**src/rtl/mf3_pkg.sv**
```systemverilog
// Shared types, constants and compare functions of the 3x3 median filter.
`default_nettype none

package mf3_pkg;

  // Fixed field widths
  localparam int PIX_W    = 32;
  localparam int ROW_W    = 12;
  localparam int COL_W    = 11;
  localparam int CFG_WW   = 12;
  localparam int CFG_HW   = 13;
  localparam int APB_DW   = 32;
  localparam int APB_AW   = 3;

  // Register reset values and limits
  localparam logic [CFG_WW-1:0] WIDTH_RST  = 12'd640;
  localparam logic [CFG_HW-1:0] HEIGHT_RST = 13'd480;
  localparam logic [CFG_HW-1:0] MIN_SIZE   = 13'd3;
  localparam logic [CFG_HW-1:0] MAX_HEIGHT = 13'd4096;

  // Register index, taken from the word address
  typedef enum logic {
    REG_IMAGE_WIDTH  = 1'b0,
    REG_IMAGE_HEIGHT = 1'b1
  } cfg_reg_t;

  typedef struct packed {
    logic [PIX_W-1:0] pixel;
    logic             start_of_frame;
  } in_data_t;

  typedef struct packed {
    logic [PIX_W-1:0] median;
    logic [ROW_W-1:0] center_row;
    logic [COL_W-1:0] center_col;
    logic             last;
  } out_data_t;

  // One window column, sorted from low to high
  typedef struct packed {
    logic [PIX_W-1:0] lo;
    logic [PIX_W-1:0] md;
    logic [PIX_W-1:0] hi;
  } col_t;

  // Three sorted columns, newest first (c2 is the newest, c0 the oldest)
  typedef struct packed {
    col_t c2;
    col_t c1;
    col_t c0;
  } win_t;

  // Control of the window stage, passed to the median stage
  typedef struct packed {
    logic             valid;
    logic [ROW_W-1:0] row;
    logic [COL_W-1:0] col;
    logic             last;
  } s2_ctl_t;

  function automatic logic [PIX_W-1:0] min2(input logic [PIX_W-1:0] a,
                                            input logic [PIX_W-1:0] b);
    return (a < b) ? a : b;
  endfunction

  function automatic logic [PIX_W-1:0] max2(input logic [PIX_W-1:0] a,
                                            input logic [PIX_W-1:0] b);
    return (a < b) ? b : a;
  endfunction

  function automatic logic [PIX_W-1:0] med3(input logic [PIX_W-1:0] a,
                                            input logic [PIX_W-1:0] b,
                                            input logic [PIX_W-1:0] c);
    return max2(min2(a, b), min2(max2(a, b), c));
  endfunction

  // Three-input sort: two levels of compare-exchange plus one more.
  function automatic col_t sort3(input logic [PIX_W-1:0] a,
                                 input logic [PIX_W-1:0] b,
                                 input logic [PIX_W-1:0] c);
    col_t             res;
    logic [PIX_W-1:0] l1;
    logic [PIX_W-1:0] h1;
    logic [PIX_W-1:0] t;
    l1     = min2(a, b);
    h1     = max2(a, b);
    res.hi = max2(h1, c);
    t      = min2(h1, c);
    res.lo = min2(l1, t);
    res.md = max2(l1, t);
    return res;
  endfunction

endpackage

`default_nettype wire

```
**src/rtl/mf3_median.sv**
```systemverilog
// Median-of-nine network over sorted window columns, with the output register.
`default_nettype none

module mf3_median (
  input  wire logic               clk,
  input  wire logic               rst_n,
  input  wire mf3_pkg::win_t      win,
  input  wire mf3_pkg::s2_ctl_t   ctl,
  input  wire logic               out_stall,
  output logic                    out_valid,
  output mf3_pkg::out_data_t      out_data,
  output logic                    out_ready
);

  logic [mf3_pkg::PIX_W-1:0] lo_max;
  logic [mf3_pkg::PIX_W-1:0] md_med;
  logic [mf3_pkg::PIX_W-1:0] hi_min;
  logic [mf3_pkg::PIX_W-1:0] median;
  logic                      out_valid_r;
  mf3_pkg::out_data_t        out_data_r;

  // Largest of the column minima, median of the middles, smallest of the maxima.
  always_comb begin
    lo_max = mf3_pkg::max2(mf3_pkg::max2(win.c0.lo, win.c1.lo), win.c2.lo);
    md_med = mf3_pkg::med3(win.c0.md, win.c1.md, win.c2.md);
    hi_min = mf3_pkg::min2(mf3_pkg::min2(win.c0.hi, win.c1.hi), win.c2.hi);
    median = mf3_pkg::med3(lo_max, md_med, hi_min);
  end

  // The output register is free when empty or when its transfer completes.
  assign out_ready = !out_valid_r || !out_stall;

  always_ff @(posedge clk) begin
    if (!rst_n) begin
      out_valid_r <= 1'b0;
    end else if (out_ready) begin
      out_valid_r <= ctl.valid;
    end
  end

  always_ff @(posedge clk) begin
    if (out_ready && ctl.valid) begin
      out_data_r.median     <= median;
      out_data_r.center_row <= ctl.row;
      out_data_r.center_col <= ctl.col;
      out_data_r.last       <= ctl.last;
    end
  end

  assign out_valid = out_valid_r;
  assign out_data  = out_data_r;

endmodule

`default_nettype wire

```
**config.mk**
```make
export PLATFORM = sky130hd
export DESIGN_NAME = mf3_median
export DESIGN_NICKNAME = d
export VERILOG_FILES = /design/src/rtl/mf3_pkg.sv /design/src/rtl/mf3_median.sv
export SDC_FILE = /design/constraint.sdc
export NUM_CORES = 1
export LEC_CHECK = 0
export BUFFER_PORTS_ARGS = -buffer_cell sky130_fd_sc_hd__buf_2
export CAP_MARGIN = 20
export CORE_MARGIN = 2
export CORE_UTILIZATION = 50
export DETAILED_ROUTE_END_ITERATION = 7
export GPL_TIMING_DRIVEN = 0
export PLACE_DENSITY = 0.76
export SYNTH_ARGS = -nofsm -noshare
export SYNTH_HDL_FRONTEND = slang
export SYNTH_SLANG_ARGS = --single-unit
```
**constraint.sdc**
```tcl
create_clock -name clk -period 18.1 [get_ports clk]
set_clock_uncertainty 0.05 [all_clocks]
set_input_delay 1.81 -clock clk [delete_from_list [all_inputs] [get_ports clk]]
set_output_delay 1.81 -clock clk [all_outputs]
set_load 0.05 [all_outputs]
```
==> results.rst, run 1 <==
.. list-table::
   :header-rows: 1

   * - Metric
     - Value
   * - Outcome
     - complete, no violations
   * - FP Rows
     - 61
   * - Switching Share
     - 53.13%
   * - Layout-stage area growth over the synthesis result
     - 21.42%
   * - EDFF count, synth
     - 56
   * - Number of antenna violations at the first check in global routing
     - 1
   * - Clock buffers created by TritonCTS
     - 9
   * - Critical Path Source Type
     - input port
   * - Normalized max-slew margin
     - 28.21%
   * - Top cell family by delay on the critical path
     - compound AO/OA/AOI/OAI gates
   * - Design internal power
     - 0.001371 W
   * - Synth warn
     - 0
   * - Detailed Route Iter0 Violations
     - between 1000 and 1500
   * - CTS tree
     - yes
   * - Uppermost layer routed
     - met5
   * - Num Clock Sinks
     - between 50 and 60
   * - Clk_lat worst skew
     - 0.33 ns
   * - Synthesized instance count
     - 1866
   * - Count of H-tree levels built during CTS
     - 3
   * - Placement-stage cell area
     - roughly 0.016 mm2
   * - I/O pins
     - 374
   * - Total DRC errors in the routed layout
     - 0
   * - Vertical die dimension
     - 172.1 um
   * - Max Transition Viols Final
     - 0
   * - Leakage power summed over all cells
     - just under 10 nW
   * - Capturing element type of the critical path
     - flip-flop
   * - Fmax
     - 57.16 MHz
   * - Comb pwr share
     - a little over four fifths
   * - Core Area
     - about 0.028 mm2
   * - Root cell of the clock tree
     - clkbuf_16
   * - Via count of the first global-routing pass
     - 14920
   * - Stage delay of the slowest cell on the critical path
     - 0.57 ns
   * - Starting density of the core
     - around 50%
   * - GP Congestion
     - 0.9610
   * - Clock Path Buffers
     - 2
   * - Total length of routed met2 wires
     - approximately 23 mm
   * - Hold Crit Class
     - reg2reg
   * - Final clock period utilization by the worst path
     - 96.65%
   * - Routed length per instance
     - 18.28 um
   * - Cell variety after synth
     - 74
   * - Total Routed Length
     - ~48 mm
   * - ANT nets after route
     - 0
   * - Required time reported for the critical path endpoint
     - 18.19 ns
   * - Setup Viol. Count Final
     - 0
   * - First-pass GRT wire length
     - 74.06 mm
   * - Synthesized Nets
     - 2489
   * - Setup repair after global routing missed its margin
     - false
   * - Cell with the biggest individual delay on the critical path
     - or4_1
   * - Switching component of the power
     - 0.001554 W
   * - Die outline area
     - ~0.03 mm2
   * - Top flip-flop cell by instance count after synthesis
     - edfxtp_1
   * - ANT cells
     - 0
   * - Total gr overflow
     - 0
   * - Design area
     - 0.01716 mm2
   * - Number of nets in the layout
     - 2886
   * - # hold bufs at CTS
     - 0
   * - Number of flip-flops and latches in the synthesized netlist
     - 57
   * - Final-report hold violation count
     - 0
   * - Netlist Area Pre-Place
     - 0.01413 mm2
   * - Total Routing Usage GR
     - 31.68%
   * - Clock transition at path regs
     - roughly 0.060 ns
   * - Number of detailed-route iterations in the first pass
     - 8
   * - Vias per Instance
     - 5.814
   * - Share of total power in the clock network
     - 6.5%
   * - Portion of the post-synthesis area used by sequential elements
     - between 10% and 20%
   * - Max Fanout on Critical Path
     - 10
   * - CP arrival
     - 17.59 ns
   * - Width of the die
     - 172.1 um
   * - Max Cap Viol
     - 0
   * - Total power density per cell area
     - about 170 mW/mm2
   * - Largest net degree at the start of global routing
     - 32
   * - Half-perimeter wire length after placement
     - 41.71 mm
   * - Post-route met1 wirelength
     - 20.12 mm
   * - PortBufs
     - 373
   * - Sequential Power Share
     - 8.9%
   * - Crit path buf inv count
     - 15
   * - Kind of critical path
     - in2reg
   * - Vias post-DR
     - roughly 15000
   * - Share of layout cells above drive strength 1
     - 24.96%
   * - Fin Hold WS
     - roughly 0.48 ns
   * - Worst-Margin Slew
     - 1.074 ns
   * - Maximum VDD drop
     - between 0.15 and 0.2 mV
   * - Mean area per synthesized cell
     - around 7.6 um2
   * - Crit path top cell by count
     - a21o_1
   * - Sum of met3 wire segment lengths after detailed routing
     - ~3.7 mm
   * - Time the worst path needs with I/O delays and setup
     - 17.49 ns
   * - Share of flip-flops with an asynchronous set or reset after synthesis
     - 0%
Yosys cell counts, types with 7 or more instances:
cell type	instances	area share, %
nand2b_1	9	0.40
mux2i_1	101	7.2
a221o_1	7	0.50
a21o_1	80	4.3
a21oi_1	142	5.0
mux2_2	79	6.3
o21ai_0	208	7.4
a211oi_1	14	0.74
nor2b_1	12	0.53
inv_1	294	7.8
nand4_1	43	1.9
clkbuf_1	47	1.2
and3_1	10	0.44
ha_1	307	27
nor3_1	15	0.53
o211ai_1	7	0.37
nand3_1	25	0.89
nand2_1	169	4.5
edfxtp_1	56	12
and2_1	10	0.44
and4_1	7	0.43
nor2_1	102	2.7
o21a_1	12	0.64
per-layer routing:
layer / GRT usage, % / vias up
met5: 0 / -
met2: 55.72 / 729
met1: 39.39 / 7033
met4: 12.86 / 2
met3: 3.571 / 131
li1: - / 7490
path summary, 6_finish.rpt:
check / end / slack (ns) / cells past startpoint / from
setup reg to reg: out_data[36] / 16.43 / 3 / out_valid
setup / recovery: out_data[54] / 0.61 / 80 / win[130]
hold / removal: out_valid / 0.48 / 2 / out_valid
hold reg to reg: out_valid / 0.48 / 2 / out_valid
logic make-up after synthesis:
family	Yosys count	share of synthesized area, %
AO/OA/AOI/OAI	542	23.52
XOR/XNOR	1	0.06200
buffers and inverters	359	10.02
multiplexers	180	13.45
AND/OR/NAND/NOR	420	13.73
flip-flops	57	12.04
adder cells (fa/ha/maj)	307	27.18
registers in the layout, summed over array words and instances (netlist names):
name       flops
out_data      56
out_valid      1
metrics by stage:
| stage | setup TNS [ns] | std cells | total power, W | utilization, % | setup WS (ns) |
|---|---|---|---|---|---|
| after floorplan | 0 | 1866 | 0.001935 | - | 1.775 |
| after global routing | 0 | 2646 | 0.003140 | 61.75 | 0.0002593 |
| after CTS | 0 | 2642 | 0.002818 | 61.03 | 0.09459 |
| final | 0 | 2646 | 0.002924 | 61.75 | 0.6056 |
| after global placement | -39.70 | 2617 | 0.002475 | 59.28 | -1.545 |
| after detailed placement | -45.86 | 2618 | 0.002540 | 59.36 | -1.754 |
placed cells by master, fill, tap and decap left out, types with 5 or more instances in the layout:
master,synthesis,layout
a221o_1,7,7
mux2_2,79,79
o21ai_1,6,26
mux2i_1,101,95
o21ai_0,208,176
clkbuf_1,47,30
ha_1,307,307
nor3_1,15,11
buf_6,6,9
clkbuf_2,0,11
nand2b_1,9,9
o211ai_1,7,7
a21oi_1,142,141
inv_1,294,294
nand4_1,43,43
clkbuf_16,0,9
nor2b_1,12,12
and2_1,10,9
nor2_1,102,102
nand3_1,25,25
nand2_1,169,167
o31ai_1,5,5
a31oi_1,5,5
buf_2,6,380
and3_1,10,10
and4_1,7,7
o21a_1,12,12
buf_4,4,15
o21ai_2,1,13
a211oi_1,14,12
edfxtp_1,56,56
a21o_1,80,80
cell type report:
cell class                 count  area (um2)
clock buffer                   9       225.2
inverter                     294        1104
fill                        2601       10630
sequential                    57        1702
tap                          378       473.0
multi-input combinational   1450       11200
timing repair buffer         386        1977
buffer                        65       371.6
clock inverter                 7       102.6
worst reg2reg max path, cell delays in order (launching register included):
cell and delay, ns:
dfxtp_1 0.31, nand2_1 0.06, and2_2 0.61, buf_12 0.30
repair_timing:
action                                  4_1_cts  5_1_grt
endpoints found under the setup margin       32       32
buffers inserted                              8        4
pin swaps                                     3       11
gates resized for setup                      25       91
power groups by stage:
stage	combinational [W]	sequential (W)	clock (W)
global placement	0.00221	0.000263	0
detailed placement	0.00228	0.000262	0
global route	0.00268	0.000264	0.000197
floorplan	0.00152	0.000413	0
CTS	0.00237	0.000260	0.000192
finish	0.00248	0.000260	0.000189
Power figures use the tool's default switching activity.
==> run 2: changes to the inputs <==
Settings changed: CORE_ASPECT_RATIO set to 0.8, CORE_UTILIZATION 50 to 45, CTS_BUF_LIST set to sky130_fd_sc_hd__clkbuf_8, PLACE_DENSITY 0.76 to 0.7.
==> run 2 against run 1 <==
  * Utilization down 6.7 points
  * Design area up 0.17%
  * Register-to-register slack better by 0.08 ns
  * Clock-buffer cell count unchanged
  * Non-clock buffer count unchanged
  * First-iteration DRC count down 7.5%
  * Wire length up 6.1%
  * Power up 1.4%
  * Combinational power up 3%
==> results.rst, run 2 (synthesized netlist as in run 1, its figures left out) <==
.. list-table::
   :header-rows: 1

   * - Metric
     - Value
   * - Layout-stage area growth over the synthesis result
     - 21.62% (was 21.42%)
   * - Critical Path Source Type
     - input port (unchanged)
   * - CTS tree
     - yes (unchanged)
   * - Clock buffers created by TritonCTS
     - 9 (unchanged)
   * - Die outline area
     - 0.03284 mm2 (was 0.02962 mm2)
   * - Most congested layer reported by global routing
     - met2 (unchanged)
   * - Leakage power summed over all cells
     - 9.568 nW (was 9.609 nW)
   * - Starting density of the core
     - 45.28% (was 50.86%)
   * - Number of antenna violations at the first check in global routing
     - 0 (was 1)
   * - PortBufs
     - 373 (unchanged)
   * - Kind of critical path
     - in2reg (unchanged)
   * - Final-report hold violation count
     - 0 (unchanged)
   * - Cell with the biggest individual delay on the critical path
     - or4_4 (was or4_1)
   * - Max Transition Viols Final
     - 0 (unchanged)
   * - Max Cap Viol
     - 0 (unchanged)
   * - ANT nets after route
     - 0 (unchanged)
   * - ANT cells
     - 0 (unchanged)
   * - First-pass GRT wire length
     - 76.70 mm (was 74.06 mm)
   * - Commonest non-fill, non-tap cell in the layout
     - buf_2 (unchanged)
   * - GP Congestion
     - 0.9887 (was 0.9610)
   * - Width of the die
     - 202.1 um (was 172.1 um)
   * - FP Rows
     - 58 (was 61)
   * - Via count of the first global-routing pass
     - 14670 (was 14920)
   * - Normalized max-slew margin
     - 42.95% (was 28.21%)
   * - Met3 GRT Util
     - 4.062% (was 3.571%)
   * - Number of detailed-route iterations in the first pass
     - 6 (was 8)
   * - Count of H-tree levels built during CTS
     - 3 (unchanged)
   * - Vias post-DR
     - 15420 (was 15390)
   * - Design Power
     - 0.002965 W (was 0.002924 W)
   * - Fmax
     - 57.33 MHz (was 57.16 MHz)
   * - Num Clock Sinks
     - 57 (unchanged)
   * - Detailed Route Iter0 Violations
     - 1047 (was 1132)
   * - Time the worst path needs with I/O delays and setup
     - 17.44 ns (was 17.49 ns)
   * - Total power density per cell area
     - 172.5 mW/mm2 (was 170.5 mW/mm2)
   * - Maximum VDD drop
     - 0.1798 mV (was 0.1561 mV)
   * - Flip-flop count of the largest register, all copies and words added
     - 56 (unchanged)
   * - Routed length per instance
     - 19.09 um (was 18.28 um)
   * - Number of nets in the layout
     - 2886 (unchanged)
   * - Crit path top cell by count
     - a21o_1 (unchanged)
   * - Vias per Instance
     - 5.738 (was 5.814)
   * - Setup Viol. Count Final
     - 0 (unchanged)
   * - Max Fanout on Critical Path
     - 10 (unchanged)
   * - I/O pins
     - 374 (unchanged)
   * - Capturing element type of the critical path
     - flip-flop (unchanged)
   * - Hold Crit Class
     - reg2reg (unchanged)
   * - Clock transition at path regs
     - 0.07 ns (was 0.06 ns)
   * - Clock Path Buffers
     - 2 (unchanged)
   * - Share of layout cells above drive strength 1
     - 25.13% (was 24.96%)
   * - Clk_lat worst skew
     - 0.38 ns (was 0.33 ns)
   * - Root cell of the clock tree
     - clkbuf_8 (was clkbuf_16)
   * - Total Routing Usage GR
     - 29.70% (was 31.68%)
   * - Design area
     - 0.01719 mm2 (was 0.01716 mm2)
   * - Required time reported for the critical path endpoint
     - 18.25 ns (was 18.19 ns)
   * - Top cell family by delay on the critical path
     - compound AO/OA/AOI/OAI gates (unchanged)
   * - Worst-Margin Slew
     - 0.8558 ns (was 1.074 ns)
   * - Core Area
     - 0.03120 mm2 (was 0.02778 mm2)
   * - Half-perimeter wire length after placement
     - 43.92 mm (was 41.71 mm)
   * - Largest net degree at the start of global routing
     - 57 (was 32)
   * - Stage delay of the slowest cell on the critical path
     - 0.59 ns (was 0.57 ns)
   * - Worst setup slack after layout
     - 0.6571 ns (was 0.6056 ns)
   * - Outcome
     - complete, no violations (unchanged)
   * - Post-placement worst setup slack
     - -1.834 ns (was -1.754 ns)
   * - CP arrival
     - 17.60 ns (was 17.59 ns)
   * - Crit path buf inv count
     - 15 (unchanged)
   * - Global Route met2 Usage
     - 52.19% (was 55.72%)
   * - Total Routed Length
     - 51.32 mm (was 48.37 mm)
   * - Final clock period utilization by the worst path
     - 96.37% (was 96.65%)
   * - Total gr overflow
     - 0 (unchanged)
   * - Total DRC errors in the routed layout
     - 0 (unchanged)
   * - Placement-stage cell area
     - 0.01653 mm2 (was 0.01649 mm2)
   * - Met1 Use GR
     - 39.11% (was 39.39%)
   * - Vertical die dimension
     - 162.5 um (was 172.1 um)
   * - Most frequent cells in the layout
     - buf_2 (381), ha_1 (307), inv_1 (293), o21ai_0 (183), nand2_1 (166) (was buf_2 (380), ha_1 (307), inv_1 (294), o21ai_0 (176), nand2_1 (167))
run 2: changes by cell type in the layout (fill, tap and decap cells not counted), sizes merged:
| cell | before | now |
|---|---|---|
| clkbuf | 54 | 52 |
| clkinv | 2 | 3 |
| inv | 296 | 295 |
| buf | 406 | 408 |
run 2: worst paths after layout:
| kind | end | from | slack [ns] | depth (start not counted) |
|---|---|---|---|---|
| worst max-delay path | out_data[31] | win[130] | 0.66 | 79 |
| worst min-delay path | out_valid | out_valid | 0.49 | 2 |
| worst max register to register | out_data[25] | out_valid | 16.51 | 2 |
| worst min register to register | out_valid | out_valid | 0.49 | 2 |
run 2: per-layer routing:
layer,vias up,share of wire (%)
li1,7478,-
met1,7247,44
met2,638,47
met3,61,7.2
met4,0,1.7
met5,-,0
run 2: area by class of cell:
| type | instances | area (um2) |
|---|---|---|
| Fill cell | 3033 | 14020 |
| Multi-Input combinational cell | 1450 | 11270 |
| Timing Repair Buffer | 388 | 1977 |
| Sequential cell | 57 | 1702 |
| Inverter | 294 | 1104 |
| Tap cell | 420 | 525.5 |
| Buffer | 63 | 381.6 |
| Clock buffer | 9 | 123.9 |
| Clock inverter | 7 | 102.6 |
run 2: worst min-delay path, delay by kind of cell (launching register included):
kind | cells | cell delay [ns]
and+or+nand+nor | 1 | 0.05
DFF | 1 | 0.33
AOI/OAI and AO/OA | 1 | 0.12
run 2: stage by stage:
step	std cells	TNS [ns]	util, %	hold WS [ns]
5_1_grt	2688	-2.075	55.07	0.5576
3_3_place_gp	2659	-45.12	52.95	0.4572
2_1_floorplan	1866	0	-	0.7000
4_1_cts	2683	0	54.09	0.4954
6_report	2688	0	55.07	0.4936
3_5_place_dp	2660	-53.06	52.97	0.4848
run 2: power breakdown:
| part | internal (W) | switching (W) | total (W) |
|---|---|---|---|
| clock network | 0.0000787 | 0.0000731 | 0.000152 |
| registers | 0.000251 | 0.0000126 | 0.000263 |
| logic | 0.00105 | 0.00150 | 0.00255 |
run 2: what timing repair did:
| item | in CTS | in global routing |
|---|---|---|
| pin swaps | 3 | 12 |
| resized for setup | 24 | 105 |
| cloned | 0 | 0 |
| setup endpoints to repair | 32 | 32 |
| setup buffers | 7 | 7 |
| hold buffers | 0 | 0 |
==> run 3: changes to the inputs <==
Settings changed: CORE_UTILIZATION 45 to 50, PLACE_DENSITY 0.7 to 0.76.
==> run 3 against run 2 <==
  * Flip-flop and latch count is the same
  * Wire length shrank 3.7%
  * Maximum frequency decreased by 1.1%
  * Largest power group unchanged
  * Utilization up 5.8 points
  * Die area fell by 9.8%
  * Critical path depth unchanged
  * Global-route usage rose by 2.3 points
  * Clock power down 7%
  * Cell count decreased by 1.6%
  * Power fell by 4.5%
  * Design area fell by 0.78%
  * Combinational power down 5%
==> results.rst, run 3 (synthesized netlist as in run 1, its figures left out) <==
.. list-table::
   :header-rows: 1

   * - Metric
     - Value
   * - Outcome
     - complete, no violations (unchanged)
   * - Normalized max-slew margin
     - 48.22% (was 42.95%)
   * - Critical Path Source Type
     - input port (unchanged)
   * - Fmax
     - 56.72 MHz (was 57.33 MHz)
   * - Comb pwr share
     - 85.6% (was 86.0%)
   * - Leakage power summed over all cells
     - 9.560 nW (was 9.568 nW)
   * - Hold-critical path endpoint
     - out_valid (unchanged)
   * - Via count of the first global-routing pass
     - 14280 (was 14670)
   * - Share of layout cells above drive strength 1
     - 24.79% (was 25.13%)
   * - Hold Crit Class
     - reg2reg (unchanged)
   * - Placement-stage cell area
     - 0.01648 mm2 (was 0.01653 mm2)
   * - Commonest non-fill, non-tap cell in the layout
     - buf_2 (unchanged)
   * - Count of H-tree levels built during CTS
     - 3 (unchanged)
   * - Cell depth of the worst flop-to-flop path
     - 3 (was 2)
   * - Total DRC errors in the routed layout
     - 0 (unchanged)
   * - GP Congestion
     - 1.020 (was 0.9887)
   * - Number of nets in the layout
     - 2889 (was 2886)
   * - Final clock period utilization by the worst path
     - 97.40% (was 96.37%)
   * - Switching Share
     - 53.77% (was 53.33%)
   * - Number of antenna violations at the first check in global routing
     - 3 (was 0)
   * - Fin cells
     - 2645 (was 2688)
   * - R2R Path End
     - out_data[27] (was out_data[25])
   * - Number of detailed-route iterations in the first pass
     - 6 (unchanged)
   * - PortBufs
     - 373 (unchanged)
   * - Max Transition Viols Final
     - 0 (unchanged)
   * - ANT nets after route
     - 0 (unchanged)
   * - Total length of routed met2 wires
     - 22.76 mm (was 24.17 mm)
   * - Max Fanout on Critical Path
     - 10 (unchanged)
   * - Width of the die
     - 192.0 um (was 202.1 um)
   * - Sum of met3 wire segment lengths after detailed routing
     - 3.831 mm (was 3.701 mm)
   * - Sequential Power Share
     - 9.4% (was 8.9%)
   * - Starting density of the core
     - 50.45% (was 45.28%)
   * - Required time reported for the critical path endpoint
     - 18.28 ns (was 18.25 ns)
   * - Vias per Instance
     - 5.818 (was 5.738)
   * - Final-report hold violation count
     - 0 (unchanged)
   * - Flip-flop count of the largest register, all copies and words added
     - 56 (unchanged)
   * - Num Clock Sinks
     - 57 (unchanged)
   * - Half-perimeter wire length after placement
     - 42.61 mm (was 43.92 mm)
   * - CP arrival
     - 17.81 ns (was 17.60 ns)
   * - Switching component of the power
     - 0.001523 W (was 0.001581 W)
   * - Root cell of the clock tree
     - clkbuf_8 (unchanged)
   * - Total power density per cell area
     - 166.1 mW/mm2 (was 172.5 mW/mm2)
   * - Kind of critical path
     - in2reg (unchanged)
   * - Capturing element type of the critical path
     - flip-flop (unchanged)
   * - Register-to-register path setup slack
     - 16.51 ns (about the same)
   * - Setup Viol. Count Final
     - 0 (unchanged)
   * - Startpoint of the tightest hold check path
     - out_valid (unchanged)
   * - Clk_lat worst skew
     - 0.38 ns (about the same)
   * - Maximum VDD drop
     - 0.1893 mV (was 0.1798 mV)
   * - Area of combinational cells with multiple inputs
     - 0.01118 mm2 (was 0.01127 mm2)
   * - Post-placement worst setup slack
     - -1.703 ns (was -1.834 ns)
   * - Worst-Margin Slew
     - 0.7552 ns (was 0.8558 ns)
   * - Time the worst path needs with I/O delays and setup
     - 17.63 ns (was 17.44 ns)
   * - R2r startpoint
     - out_valid (unchanged)
   * - Vias post-DR
     - 15390 (was 15420)
   * - Design internal power
     - 0.001309 W (was 0.001384 W)
   * - Clock buffers created by TritonCTS
     - 9 (unchanged)
   * - Setup_tns
     - 0 ns (unchanged)
   * - Clock transition at path regs
     - 0.08 ns (was 0.07 ns)
   * - Clock Path Buffers
     - 2 (unchanged)
   * - Uppermost layer routed
     - met4 (unchanged)
   * - Design area
     - 0.01705 mm2 (was 0.01719 mm2)
   * - Top cell family by delay on the critical path
     - compound AO/OA/AOI/OAI gates (unchanged)
   * - Crit path buf inv count
     - 15 (unchanged)
   * - Core Area
     - 0.02801 mm2 (was 0.03120 mm2)
   * - Largest net degree at the start of global routing
     - 36 (was 57)
   * - Cell with the biggest individual delay on the critical path
     - or4_1 (was or4_4)
   * - FP Rows
     - 55 (was 58)
   * - CTS tree
     - yes (unchanged)
   * - Share of total power in the clock network
     - 5.0% (was 5.1%)
   * - Filler cell count
     - 2574 (was 3033)
   * - # hold bufs at CTS
     - 0 (unchanged)
   * - Routed length per instance
     - 18.69 um (was 19.09 um)
   * - Worst setup slack after layout
     - 0.4700 ns (was 0.6571 ns)
   * - First-pass GRT wire length
     - 74.23 mm (was 76.70 mm)
   * - I/O pins
     - 374 (unchanged)
   * - Design Power
     - 0.002832 W (was 0.002965 W)
   * - Total gr overflow
     - 0 (unchanged)
   * - Detailed Route Iter0 Violations
     - 1268 (was 1047)
   * - Stage delay of the slowest cell on the critical path
     - 0.57 ns (was 0.59 ns)
   * - Die outline area
     - 0.02963 mm2 (was 0.03284 mm2)
   * - Placed Cells
     - 2610 (was 2660)
   * - Total Routing Usage GR
     - 32.02% (was 29.70%)
   * - Post-route met1 wirelength
     - 21.56 mm (was 22.55 mm)
   * - Most frequent cells in the layout
     - buf_2 (380), ha_1 (307), inv_1 (294), o21ai_0 (185), nand2_1 (167) (was buf_2 (381), ha_1 (307), inv_1 (293), o21ai_0 (183), nand2_1 (166))
   * - Layout-stage area growth over the synthesis result
     - 20.68% (was 21.62%)
   * - Total area of sequential cells
     - 0.001702 mm2 (unchanged)
   * - Total Routed Length
     - 49.43 mm (was 51.32 mm)
   * - Crit path top cell by count
     - a21o_1 (unchanged)
   * - Vertical die dimension
     - 154.4 um (was 162.5 um)
   * - Max Cap Viol
     - 0 (unchanged)
   * - Worst hold stages
     - 2 (unchanged)
[run 3: cell type report]
class,instances,area share [%]
Antenna cell,4,0.05870
Buffer,65,2.201
Clock buffer,9,0.7264
Clock inverter,7,0.5503
Inverter,294,6.472
Multi-Input combinational cell,1450,65.57
Sequential cell,57,9.979
Tap cell,370,2.715
Timing Repair Buffer,389,11.73
[run 3: power groups by stage]
stage | sequential (W) | combinational [W] | clock, W
2_1_floorplan | 0.000413 | 0.00152 | 0
3_3_place_gp | 0.000269 | 0.00219 | 0
3_5_place_dp | 0.000267 | 0.00224 | 0
4_1_cts | 0.000266 | 0.00231 | 0.000143
5_1_grt | 0.000270 | 0.00264 | 0.000148
6_report | 0.000267 | 0.00242 | 0.000141
[run 3: how the worst max path moves through the flow]
| stage | end | cells after the start | slack, ns | startpoint |
|---|---|---|---|---|
| floorplan | out_data[25] | 77 | 1.78 | win[158] |
| global placement | out_data[25] | 79 | -1.43 | win[159] |
| detailed placement | out_data[25] | 79 | -1.70 | win[130] |
| CTS | out_data[47] | 77 | 0.04 | win[158] |
| global route | out_data[47] | 79 | -0.1 | win[159] |
| finish | out_data[47] | 79 | 0.47 | win[130] |
[run 3: worst reg2reg max path: cells and delay by family (launching register included)]
| kind | cells | cell delay [ns] |
|---|---|---|
| buf+inv | 1 | 0.30 |
| simple gates | 2 | 0.55 |
| flops | 1 | 0.33 |
[run 3: metal layers]
layer / track usage [%] / up-vias
met5: 0 / -
met3: 4.856 / 92
met1: 42.01 / 7162
met2: 53.86 / 646
met4: 9.927 / 0
li1: - / 7489
[run 3: metrics by stage]
step / util, % / hold WS [ns]
2_1_floorplan: - / 0.7000
6_report: 60.88 / 0.5156
3_3_place_gp: 58.77 / 0.4949
3_5_place_dp: 58.84 / 0.5088
5_1_grt: 60.87 / 0.5635
4_1_cts: 60.07 / 0.5291
[run 3: what timing repair did]
item                       in CTS  in global routing
cloned                          0                  0
pin swaps                       3                  7
setup endpoints to repair      32                 32
setup buffers                   9                  5
resized for setup              23                 84
